===== src/hdl/char_lcd_request_formatter_core_assert.svh =====
// Assertion macros shared by the LCD request formatter RTL.
`ifndef CHAR_LCD_REQUEST_FORMATTER_CORE_ASSERT_SVH
`define CHAR_LCD_REQUEST_FORMATTER_CORE_ASSERT_SVH
`ifndef SYNTHESIS
`define CLF_ASSERT(name, clk, rst, prop) \
   name: assert property (@(posedge clk) disable iff (rst) (prop)) \
      else $error("%m: check failed");
`define CLF_ASSERT_NEXT(name, clk, rst, ante, cons) \
   name: assert property (@(posedge clk) disable iff (rst) ((ante) |=> (cons))) \
      else $error("%m: check failed");
`else
`define CLF_ASSERT(name, clk, rst, prop)
`define CLF_ASSERT_NEXT(name, clk, rst, ante, cons)
`endif
`endif


===== src/hdl/clfmt_pkg.sv =====
// Types and constants of the character LCD request formatter.
`default_nettype none
package clfmt_pkg;

   localparam logic [2:0] REQ_COMMAND  = 3'd0;
   localparam logic [2:0] REQ_CHAR     = 3'd1;
   localparam logic [2:0] REQ_NUMBER   = 3'd2;
   localparam logic [2:0] REQ_SET_POS  = 3'd3;
   localparam logic [2:0] REQ_PATTERN  = 3'd4;
   localparam logic [2:0] REQ_INIT     = 3'd5;

   localparam logic [1:0] REG_INIT_FUNCTION_SET = 2'd0;
   localparam logic [1:0] REG_INIT_DISPLAY_ON   = 2'd1;
   localparam logic [1:0] REG_INIT_CLEAR        = 2'd2;

   localparam logic [7:0] INIT_FUNCTION_SET_RST = 8'd56;
   localparam logic [7:0] INIT_DISPLAY_ON_RST   = 8'd12;
   localparam logic [7:0] INIT_CLEAR_RST        = 8'd1;

   localparam int         MAX_WRITES   = 9;
   localparam int         BYTES_W      = 8 * MAX_WRITES;
   localparam logic [3:0] COUNT_MAX    = 4'(MAX_WRITES);

   localparam logic [7:0]  SET_DDRAM   = 8'h80;
   localparam logic [7:0]  ROW1_OFFSET = 8'h40;
   localparam logic [7:0]  SET_CGRAM   = 8'h40;
   localparam logic [7:0]  ASCII_ZERO  = 8'h30;
   localparam logic [16:0] DIV10_MULT  = 17'd52429;

   typedef struct packed {
      logic               rs_first;
      logic               rs_rest;
      logic [3:0]         count;
      logic [BYTES_W-1:0] bytes;
   } clfmt_cmd_type;

endpackage
`default_nettype wire


===== src/hdl/clfmt_front.sv =====
// Front end: accepts requests, holds init registers, builds write bursts.
`default_nettype none
`include "char_lcd_request_formatter_core_assert.svh"
module clfmt_front (
   input  wire logic                    clock,
   input  wire logic                    reset,
   input  wire logic                    req_tvalid,
   output logic                         req_tready,
   input  wire logic [95:0]             req_tdata,
   input  wire logic [2:0]              req_tuser,
   input  wire logic                    csr_valid,
   output logic                         csr_ready,
   input  wire logic [1:0]              csr_index,
   input  wire logic [7:0]              csr_data,
   output logic                         q_push,
   output clfmt_pkg::clfmt_cmd_type     q_push_data,
   input  wire logic                    q_full
);
   import clfmt_pkg::*;

   localparam logic [1:0] S_IDLE = 2'd0;
   localparam logic [1:0] S_CONV = 2'd1;
   localparam logic [1:0] S_PUSH = 2'd2;

   logic [1:0]    state_ff, state_in;
   clfmt_cmd_type cmd_ff, cmd_in;
   logic [15:0]   x_ff, x_in;
   logic [2:0]    pos_ff, pos_in;
   logic [7:0]    fset_ff, don_ff, clr_ff;

   logic [15:0]   value;
   logic [1:0]    row;
   logic [5:0]    col;
   logic [3:0]    slot;
   logic [63:0]   pattern;

   clfmt_cmd_type dec_cmd;
   logic [2:0]    dec_pos;
   logic          dec_number;

   logic [32:0]   prod;
   logic [12:0]   quot;
   logic [15:0]   rem;
   logic [7:0]    digit;

   assign value   = req_tdata[15:0];
   assign row     = req_tdata[17:16];
   assign col     = req_tdata[23:18];
   assign slot    = req_tdata[27:24];
   assign pattern = req_tdata[91:28];

   assign req_tready  = (state_ff == S_IDLE);
   assign csr_ready   = 1'b1;
   assign q_push_data = cmd_ff;

   always_comb begin
      dec_cmd    = '0;
      dec_pos    = 3'd0;
      dec_number = 1'b0;
      unique case (req_tuser)
         REQ_COMMAND: begin
            dec_cmd.count       = 4'd1;
            dec_cmd.bytes[7:0]  = value[7:0];
         end
         REQ_CHAR: begin
            dec_cmd.rs_first    = 1'b1;
            dec_cmd.count       = 4'd1;
            dec_cmd.bytes[7:0]  = value[7:0];
         end
         REQ_NUMBER: begin
            dec_number          = 1'b1;
            dec_cmd.rs_first    = 1'b1;
            dec_cmd.rs_rest     = 1'b1;
            if (value >= 16'd10000) begin
               dec_pos = 3'd4;
            end else if (value >= 16'd1000) begin
               dec_pos = 3'd3;
            end else if (value >= 16'd100) begin
               dec_pos = 3'd2;
            end else if (value >= 16'd10) begin
               dec_pos = 3'd1;
            end else begin
               dec_pos = 3'd0;
            end
            dec_cmd.count       = {1'b0, dec_pos} + 4'd1;
         end
         REQ_SET_POS: begin
            if (row == 2'd0) begin
               dec_cmd.count      = 4'd1;
               dec_cmd.bytes[7:0] = SET_DDRAM | {2'b00, col};
            end else if (row == 2'd1) begin
               dec_cmd.count      = 4'd1;
               dec_cmd.bytes[7:0] = SET_DDRAM | ROW1_OFFSET | {2'b00, col};
            end
         end
         REQ_PATTERN: begin
            if (!slot[3]) begin
               dec_cmd.rs_rest = 1'b1;
               dec_cmd.count   = COUNT_MAX;
               dec_cmd.bytes   = {pattern, SET_CGRAM | {2'b00, slot[2:0], 3'b000}};
            end
         end
         REQ_INIT: begin
            dec_cmd.count       = 4'd3;
            dec_cmd.bytes[23:0] = {clr_ff, don_ff, fset_ff};
         end
         default: begin
            dec_cmd = '0;
         end
      endcase
   end

   // one decimal digit per cycle: x/10 by reciprocal multiply, exact for 16 bits
   assign prod  = {16'd0, DIV10_MULT} * {17'd0, x_ff};
   assign quot  = prod[31:19];
   assign rem   = x_ff - ({quot, 3'b000} + {2'b00, quot, 1'b0});
   assign digit = ASCII_ZERO | {4'd0, rem[3:0]};

   always_comb begin
      state_in = state_ff;
      cmd_in   = cmd_ff;
      x_in     = x_ff;
      pos_in   = pos_ff;
      q_push   = 1'b0;
      unique case (state_ff)
         S_IDLE: begin
            if (req_tvalid) begin
               cmd_in = dec_cmd;
               x_in   = value;
               pos_in = dec_pos;
               if (dec_cmd.count == 4'd0) begin
                  state_in = S_IDLE;
               end else if (dec_number) begin
                  state_in = S_CONV;
               end else begin
                  state_in = S_PUSH;
               end
            end
         end
         S_CONV: begin
            cmd_in.bytes[{pos_ff, 3'b000} +: 8] = digit;
            x_in = {3'b000, quot};
            if (pos_ff == 3'd0) begin
               state_in = S_PUSH;
            end else begin
               pos_in = pos_ff - 3'd1;
            end
         end
         S_PUSH: begin
            if (!q_full) begin
               q_push   = 1'b1;
               state_in = S_IDLE;
            end
         end
         default: begin
            state_in = S_IDLE;
         end
      endcase
   end

   always_ff @(posedge clock) begin
      if (reset) begin
         state_ff <= S_IDLE;
         fset_ff  <= INIT_FUNCTION_SET_RST;
         don_ff   <= INIT_DISPLAY_ON_RST;
         clr_ff   <= INIT_CLEAR_RST;
      end else begin
         state_ff <= state_in;
         if (csr_valid) begin
            unique case (csr_index)
               REG_INIT_FUNCTION_SET: fset_ff <= csr_data;
               REG_INIT_DISPLAY_ON:   don_ff  <= csr_data;
               REG_INIT_CLEAR:        clr_ff  <= csr_data;
               default: begin
               end
            endcase
         end
      end
   end

   always_ff @(posedge clock) begin
      cmd_ff <= cmd_in;
      x_ff   <= x_in;
      pos_ff <= pos_in;
   end

   `CLF_ASSERT(a_push_count, clock, reset, q_push |-> (cmd_ff.count != 4'd0 && cmd_ff.count <= COUNT_MAX))
   `CLF_ASSERT(a_last_digit, clock, reset, (state_ff == S_CONV && pos_ff == 3'd0) |-> (x_ff < 16'd10))
   `CLF_ASSERT(a_pos_range, clock, reset, (state_ff == S_CONV) |-> (pos_ff <= 3'd4))
   `CLF_ASSERT_NEXT(a_conv_done, clock, reset, state_ff == S_CONV && pos_ff == 3'd0, state_ff == S_PUSH)

endmodule
`default_nettype wire


===== src/hdl/clfmt_queue.sv =====
// Small command queue between the front end and the bus write sequencer.
`default_nettype none
`include "char_lcd_request_formatter_core_assert.svh"
module clfmt_queue #(
   parameter int DEPTH = 2
) (
   input  wire logic                    clock,
   input  wire logic                    reset,
   input  wire logic                    push,
   input  wire clfmt_pkg::clfmt_cmd_type push_data,
   output logic                         full,
   input  wire logic                    pop,
   output clfmt_pkg::clfmt_cmd_type     pop_data,
   output logic                         not_empty
);
   import clfmt_pkg::*;

   localparam int PTR_W = (DEPTH > 1) ? $clog2(DEPTH) : 1;
   localparam int CNT_W = $clog2(DEPTH + 1);
   localparam logic [CNT_W-1:0] FULL_COUNT = CNT_W'(DEPTH);
   localparam logic [PTR_W-1:0] LAST_PTR   = PTR_W'(DEPTH - 1);

   clfmt_cmd_type     mem_ff [DEPTH];
   logic [PTR_W-1:0]  wr_ptr_ff, rd_ptr_ff;
   logic [CNT_W-1:0]  count_ff;

   assign full      = (count_ff == FULL_COUNT);
   assign not_empty = (count_ff != '0);
   assign pop_data  = mem_ff[rd_ptr_ff];

   always_ff @(posedge clock) begin
      if (reset) begin
         wr_ptr_ff <= '0;
         rd_ptr_ff <= '0;
         count_ff  <= '0;
      end else begin
         if (push) begin
            wr_ptr_ff <= (wr_ptr_ff == LAST_PTR) ? '0 : wr_ptr_ff + 1'b1;
         end
         if (pop) begin
            rd_ptr_ff <= (rd_ptr_ff == LAST_PTR) ? '0 : rd_ptr_ff + 1'b1;
         end
         if (push && !pop) begin
            count_ff <= count_ff + 1'b1;
         end else if (pop && !push) begin
            count_ff <= count_ff - 1'b1;
         end
      end
   end

   always_ff @(posedge clock) begin
      if (push) begin
         mem_ff[wr_ptr_ff] <= push_data;
      end
   end

   `CLF_ASSERT(a_count_range, clock, reset, count_ff <= FULL_COUNT)
   `CLF_ASSERT(a_no_overflow, clock, reset, push |-> (count_ff != FULL_COUNT))
   `CLF_ASSERT(a_no_underflow, clock, reset, pop |-> (count_ff != '0))

endmodule
`default_nettype wire


===== src/hdl/clfmt_back.sv =====
// Back end: plays queued bursts out as one bus write per beat.
`default_nettype none
module clfmt_back (
   input  wire logic                    clock,
   input  wire logic                    reset,
   input  wire logic                    q_valid,
   input  wire clfmt_pkg::clfmt_cmd_type q_data,
   output logic                         q_pop,
   output logic                         rsp_tvalid,
   input  wire logic                    rsp_tready,
   output logic [7:0]                   rsp_tdata,
   output logic [0:0]                   rsp_tuser,
   output logic                         rsp_tlast
);
   import clfmt_pkg::*;

   logic               active_ff;
   logic [BYTES_W-1:0] sh_ff;
   logic [3:0]         remain_ff;
   logic               rs_cur_ff, rs_rest_ff;
   logic               out_valid_ff;
   logic [7:0]         out_byte_ff;
   logic               out_rs_ff, out_last_ff;

   logic load_out, fire, finishing;

   assign load_out  = !out_valid_ff || rsp_tready;
   assign fire      = active_ff && load_out;
   assign finishing = fire && (remain_ff == 4'd1);
   assign q_pop     = q_valid && (!active_ff || finishing);

   assign rsp_tvalid = out_valid_ff;
   assign rsp_tdata  = out_byte_ff;
   assign rsp_tuser  = out_rs_ff;
   assign rsp_tlast  = out_last_ff;

   always_ff @(posedge clock) begin
      if (reset) begin
         active_ff    <= 1'b0;
         out_valid_ff <= 1'b0;
      end else begin
         if (fire) begin
            out_valid_ff <= 1'b1;
         end else if (load_out) begin
            out_valid_ff <= 1'b0;
         end
         if (q_pop) begin
            active_ff <= 1'b1;
         end else if (finishing) begin
            active_ff <= 1'b0;
         end
      end
   end

   always_ff @(posedge clock) begin
      if (fire) begin
         out_byte_ff <= sh_ff[7:0];
         out_rs_ff   <= rs_cur_ff;
         out_last_ff <= (remain_ff == 4'd1);
      end
      if (q_pop) begin
         sh_ff      <= q_data.bytes;
         remain_ff  <= q_data.count;
         rs_cur_ff  <= q_data.rs_first;
         rs_rest_ff <= q_data.rs_rest;
      end else if (fire) begin
         sh_ff      <= {8'd0, sh_ff[BYTES_W-1:8]};
         remain_ff  <= remain_ff - 4'd1;
         rs_cur_ff  <= rs_rest_ff;
      end
   end

endmodule
`default_nettype wire


===== src/hdl/char_lcd_request_formatter_core.sv =====
// Character LCD request formatter: top level.
//
// Requests enter on the req_ stream (kind in req_tuser) and come out as
// LCD bus writes on the rsp_ stream, one write per beat: rsp_tdata is the
// bus byte, rsp_tuser the register-select bit, rsp_tlast marks the final
// write of a request. Requests that cause no write produce no beat.
// csr_ writes the three init command bytes; it is always ready.
// The front end takes a request only once the last is queued (numbers
// first convert their digits), hands a complete burst to a command
// queue of QUEUE_DEPTH entries, and the back end sends one write per
// cycle while rsp_tready is high, bursts back to back, so the write
// sequencer paces pattern saves. When rsp_tready is low the output
// register holds its beat, the queue fills, and then req_tready drops.
// Reset empties the queue, drops any burst in flight and restores the
// init command defaults.
`default_nettype none
module char_lcd_request_formatter_core #(
   parameter int QUEUE_DEPTH = 2
) (
   input  wire logic        clock,
   input  wire logic        reset,
   input  wire logic        req_tvalid,
   output logic             req_tready,
   input  wire logic [95:0] req_tdata,   // value, row, col, slot, pattern, zero fill
   input  wire logic [2:0]  req_tuser,   // req_type
   output logic             rsp_tvalid,
   input  wire logic        rsp_tready,
   output logic [7:0]       rsp_tdata,   // bus_byte
   output logic [0:0]       rsp_tuser,   // rs
   output logic             rsp_tlast,
   input  wire logic        csr_valid,
   output logic             csr_ready,
   input  wire logic [1:0]  csr_index,
   input  wire logic [7:0]  csr_data
);
   import clfmt_pkg::*;

   logic          q_push, q_full, q_pop, q_valid;
   clfmt_cmd_type q_push_data, q_pop_data;

   clfmt_front u_front (
      .clock       (clock),
      .reset       (reset),
      .req_tvalid  (req_tvalid),
      .req_tready  (req_tready),
      .req_tdata   (req_tdata),
      .req_tuser   (req_tuser),
      .csr_valid   (csr_valid),
      .csr_ready   (csr_ready),
      .csr_index   (csr_index),
      .csr_data    (csr_data),
      .q_push      (q_push),
      .q_push_data (q_push_data),
      .q_full      (q_full)
   );

   clfmt_queue #(
      .DEPTH (QUEUE_DEPTH)
   ) u_queue (
      .clock     (clock),
      .reset     (reset),
      .push      (q_push),
      .push_data (q_push_data),
      .full      (q_full),
      .pop       (q_pop),
      .pop_data  (q_pop_data),
      .not_empty (q_valid)
   );

   clfmt_back u_back (
      .clock      (clock),
      .reset      (reset),
      .q_valid    (q_valid),
      .q_data     (q_pop_data),
      .q_pop      (q_pop),
      .rsp_tvalid (rsp_tvalid),
      .rsp_tready (rsp_tready),
      .rsp_tdata  (rsp_tdata),
      .rsp_tuser  (rsp_tuser),
      .rsp_tlast  (rsp_tlast)
   );

endmodule
`default_nettype wire


===== config.mk =====
export PLATFORM = sky130hd
export DESIGN_NAME = char_lcd_request_formatter_core
export DESIGN_NICKNAME = d
export VERILOG_FILES = /design/src/hdl/clfmt_pkg.sv /design/src/hdl/clfmt_front.sv /design/src/hdl/clfmt_queue.sv /design/src/hdl/clfmt_back.sv /design/src/hdl/char_lcd_request_formatter_core.sv
export VERILOG_INCLUDE_DIRS = /design/src /design/src/hdl
export SDC_FILE = /design/constraint.sdc
export NUM_CORES = 1
export LEC_CHECK = 0
export ABC_CLOCK_PERIOD_IN_PS = 13500
export BUFFER_PORTS_ARGS = -buffer_cell sky130_fd_sc_hd__buf_2
export CORE_ASPECT_RATIO = 0.8
export CORE_MARGIN = 5
export CORE_UTILIZATION = 56
export CTS_BUF_LIST = sky130_fd_sc_hd__clkbuf_16
export DETAILED_ROUTE_END_ITERATION = 6
export HOLD_SLACK_MARGIN = 0.12
export PLACE_DENSITY = 0.75
export SKIP_LAST_GASP = 1
export SYNTH_ARGS = -nofsm -noshare
export SYNTH_HDL_FRONTEND = slang
export SYNTH_SLANG_ARGS = --single-unit
export TNS_END_PERCENT = 50

===== constraint.sdc =====
create_clock -name clock -period 13.5 [get_ports clock]
set_clock_uncertainty 0.2 [all_clocks]
set_input_delay 0.675 -clock clock [delete_from_list [all_inputs] [get_ports clock]]
set_output_delay 0.675 -clock clock [all_outputs]
set_load 0.01 [all_outputs]

==> out/results.tsv <==
stage	metric	value	unit
grt	pin count of the biggest net entering global routing	113	
setup_path	crit path capture type	flop	
sta	Min Clock Period, post-route	7230	ps
sta	Peak Freq	0.138	GHz
die	die area	36800	sq um
clock_tree	cts hold-fix bufs	0	
placed_design	pre-CTS setup slack	6230	ps
drt	iteration count of the initial detailed-routing pass	5	
cells_and_area	share of cells above drive strength 1	0.131	
grt	M1 GR Usage	0.325	
clock_tree	TritonCTS clock tree	built	
hold_path	number of cells on the worst hold path	2	
logic_synthesis	syn avg cell area	13.0	sq um
hold_path	Hold Crit Class	in2reg	
setup_path	Critical Path AT	7270	ps
drt	WL/cell	19.6	um
logic_synthesis	Ys Warns	0	
grt	vias in the first global route	11400	
setup_path	worst flop-to-flop path startpoint	u_front.x_ff[1]	
sta	setup_tns	0	ps
setup_path	worst-path fanout max	9	
logic_synthesis	ys flop type	edfxtp_1	
die	IO Pins	127	
logic_synthesis	Mapped Cells	1421	
cells_and_area	# fillers	2425	
cells_and_area	diode count	0	
logic_synthesis	synth cell count leaders	edfxtp_1, nand2_1, inv_1	
logic_synthesis	most frequent cell after synthesis	edfxtp_1	
die	Die Ht	173	um
drt	Final Routed Wirelength	39000	um
cells_and_area	Area growth, synth to finish	11.9	%
logic_synthesis	register area share after synthesis	0.590	
run_status	status	finished clean	
die	die width	213	um
sta	slew of the pin with the lowest slew margin	1100	ps
grt	met3 Use GR	0.0390	
grt	first-pass GRT wire length	61400	um
sta	final worst-path cycle share	0.536	
logic_synthesis	synth top area cells	edfxtp_1, ha_1, fa_1, mux2i_1, dfxtp_1	
logic_synthesis	Synth Register Bits	374	
sta	Setup WS post-layout	6270	ps
sta	Max Slew Vio Count	0	
logic_synthesis	area leader, netlist	edfxtp_1	
placed_design	Final Wtd Congestion	0.887	
logic_synthesis	Post-synth EDFFs	341	
setup_path	Reg2Reg Setup Slack	6270	ps
sta	unrepaired setup endpoints after global routing	false	
clock_tree	H-Tree Level Count	2	
grt	M2 GR Usage	0.320	
die	Initial Util	0.568	
run	# Max-Cap Violations	0	
placed_design	Buffers on Ports	121	
grt	global-route usage over all layers	0.212	
sta	final setup fails	0	
clock_tree	Root Driver	clkbuf_16	
drt	via count	11200	
clock_tree	setup bufs post-CTS	0	
sta	Final Hold Viols	0	
cells_and_area	final net count	1846	
setup_path	Req. time, crit path	13530	ps
hold_path	Hold Crit Start	csr_data[3]	
drt	antenna-violating nets left	0	
hold_path	Worst Hold End	u_front.fset_ff[3]	
sta	normalized max-slew margin	0.267	
drt	1st-iter DRT viols	1111	
setup_path	Worst R2R Path Depth	22	
setup_path	crit path kind	reg2reg	
logic_synthesis	Post-Syn Area	18500	sq um
clock_tree	Clock Tree Buf Depth	3	
grt	gr ovfl total	0	
clock_tree	post-CTS resize count	0	
die	core area	32600	sq um
drt	vias per cell	5.61	
grt	busiest grt layer	met1	
grt	initial antenna violation count	1	
logic_synthesis	post-synth top area share	0.554	
logic_synthesis	ys async rst share	0	
logic_synthesis	Yosys cell types	61	
drt	Remaining DRCs	0	
clock_tree	CTS sink cnt	374	
clock_tree	Clock transition at path regs	70	ps
logic_synthesis	Syn Nets	1730	
cells_and_area	design area	20700	sq um
setup_path	reg-to-reg critical path endpoint	u_front.q_push_data[27]	
placed_design	Post-DP Area	19500	sq um
die	floorplan row count	59	
clock_tree	CTS buffer count	37	
placed_design	Post-DP HPWL	27600	um
clock_tree	clock latency on the worst-skew pair	540	ps
setup_path	Setup crit start kind	flop	
==> kinds of logic (layout without fill, tap and decap cells) <==
kind of cell,Yosys count,in the layout,synth area share
AO/OA/AOI/OAI,221,221,0.0725
XOR/XNOR,26,26,0.0127
adder cells (fa/ha/maj),195,195,0.159
buffers and inverters,196,337,0.0400
flip-flops,374,374,0.590
multiplexers,92,92,0.0499
other,1,1,0.000203
AND/OR/NAND/NOR,316,316,0.0763
==> layout by cell type, fill, tap and decap left out, types with 2 or more instances in the layout <==
master,instances
nor2b_1,9
inv_1,146
clkbuf_16,38
a21oi_1,35
clkinv_2,4
dfxtp_1,32
nor3_1,7
and2_1,6
or3_1,3
o22ai_1,14
a2111oi_2,2
a211o_2,2
ha_1,129
a22oi_1,16
nand2_1,161
xor2_1,13
o21ai_0,116
nand2b_1,10
nand3b_1,3
nand3_1,15
nor2_1,63
nand4_1,4
xnor2_1,12
and4_1,2
nor4_1,3
and3_1,16
buf_4,11
bufinv_16,3
a211o_1,6
fa_1,66
mux2i_1,91
a211oi_1,4
buf_2,121
clkinv_1,9
a221oi_1,3
nor4b_1,2
nor3b_1,4
edfxtp_1,341
o21ai_1,3
==> worst max-delay path: stages, from the launching register on <==
cell and delay [ps]:
edfxtp_1 520, ha_1 390, fa_1 600, inv_1 90
fa_1 510, inv_1 50, fa_1 470, inv_1 50
fa_1 500, fa_1 550, inv_1 40, ha_1 300
nand4_1 150, a2111oi_2 440, o21ai_2 150, a21boi_2 200
nor2_1 70, xnor2_1 200, ha_1 300, a21oi_1 170
xnor2_1 120, xnor2_2 640, o21ai_0 190
==> how the worst max path moves through the flow <==
stage,from,end,depth (start not counted)
2_1_floorplan,u_front.x_ff[1],u_front.q_push_data[11],22
3_3_place_gp,u_front.x_ff[1],u_front.q_push_data[51],22
3_5_place_dp,u_front.x_ff[1],u_front.q_push_data[19],22
4_1_cts,u_front.x_ff[1],u_front.q_push_data[19],22
5_1_grt,u_front.x_ff[1],u_front.q_push_data[19],22
6_report,u_front.x_ff[1],u_front.q_push_data[27],22
==> state kept, by name (all words and copies together), names as in the netlist, 4 cells and up, named ones only <==
signal,cells
u_back.rsp_tdata,8
u_back.sh_ff,72
u_back.remain_ff,4
u_front.x_ff,16
u_front.clr_ff,8
u_front.don_ff,8
u_queue.mem_ff,156
u_front.q_push_data,78
u_front.fset_ff,8
==> per-layer routing <==
metal	wire length, um	vias up
li1	-	5283
met1	17800	5434
met2	17400	386
met3	3100	60
met4	677	2
met5	7	-
==> final cells by class <==
class                      instances  area, sq um  area share
clock buffer                      38          951      0.0459
tap                              427          534      0.0258
clock inverter                    26          208      0.0100
multi-input combinational        851         6880       0.332
inverter                         140          526      0.0254
timing repair buffer             133          693      0.0335
sequential                       374        10900       0.527
==> metrics by stage <==
step / hold WS, ps / instances / utilization
global placement: 203 / 1924 / 0.600
floorplan: 200 / 1421 / -
detailed placement: 207 / 1924 / 0.600
CTS: 185 / 1988 / 0.636
finish: 194 / 1989 / 0.636
global route: 191 / 1989 / 0.636
Power is not shown: default switching activity piles up to over one toggle a cycle in this logic, so the estimate is an artifact.
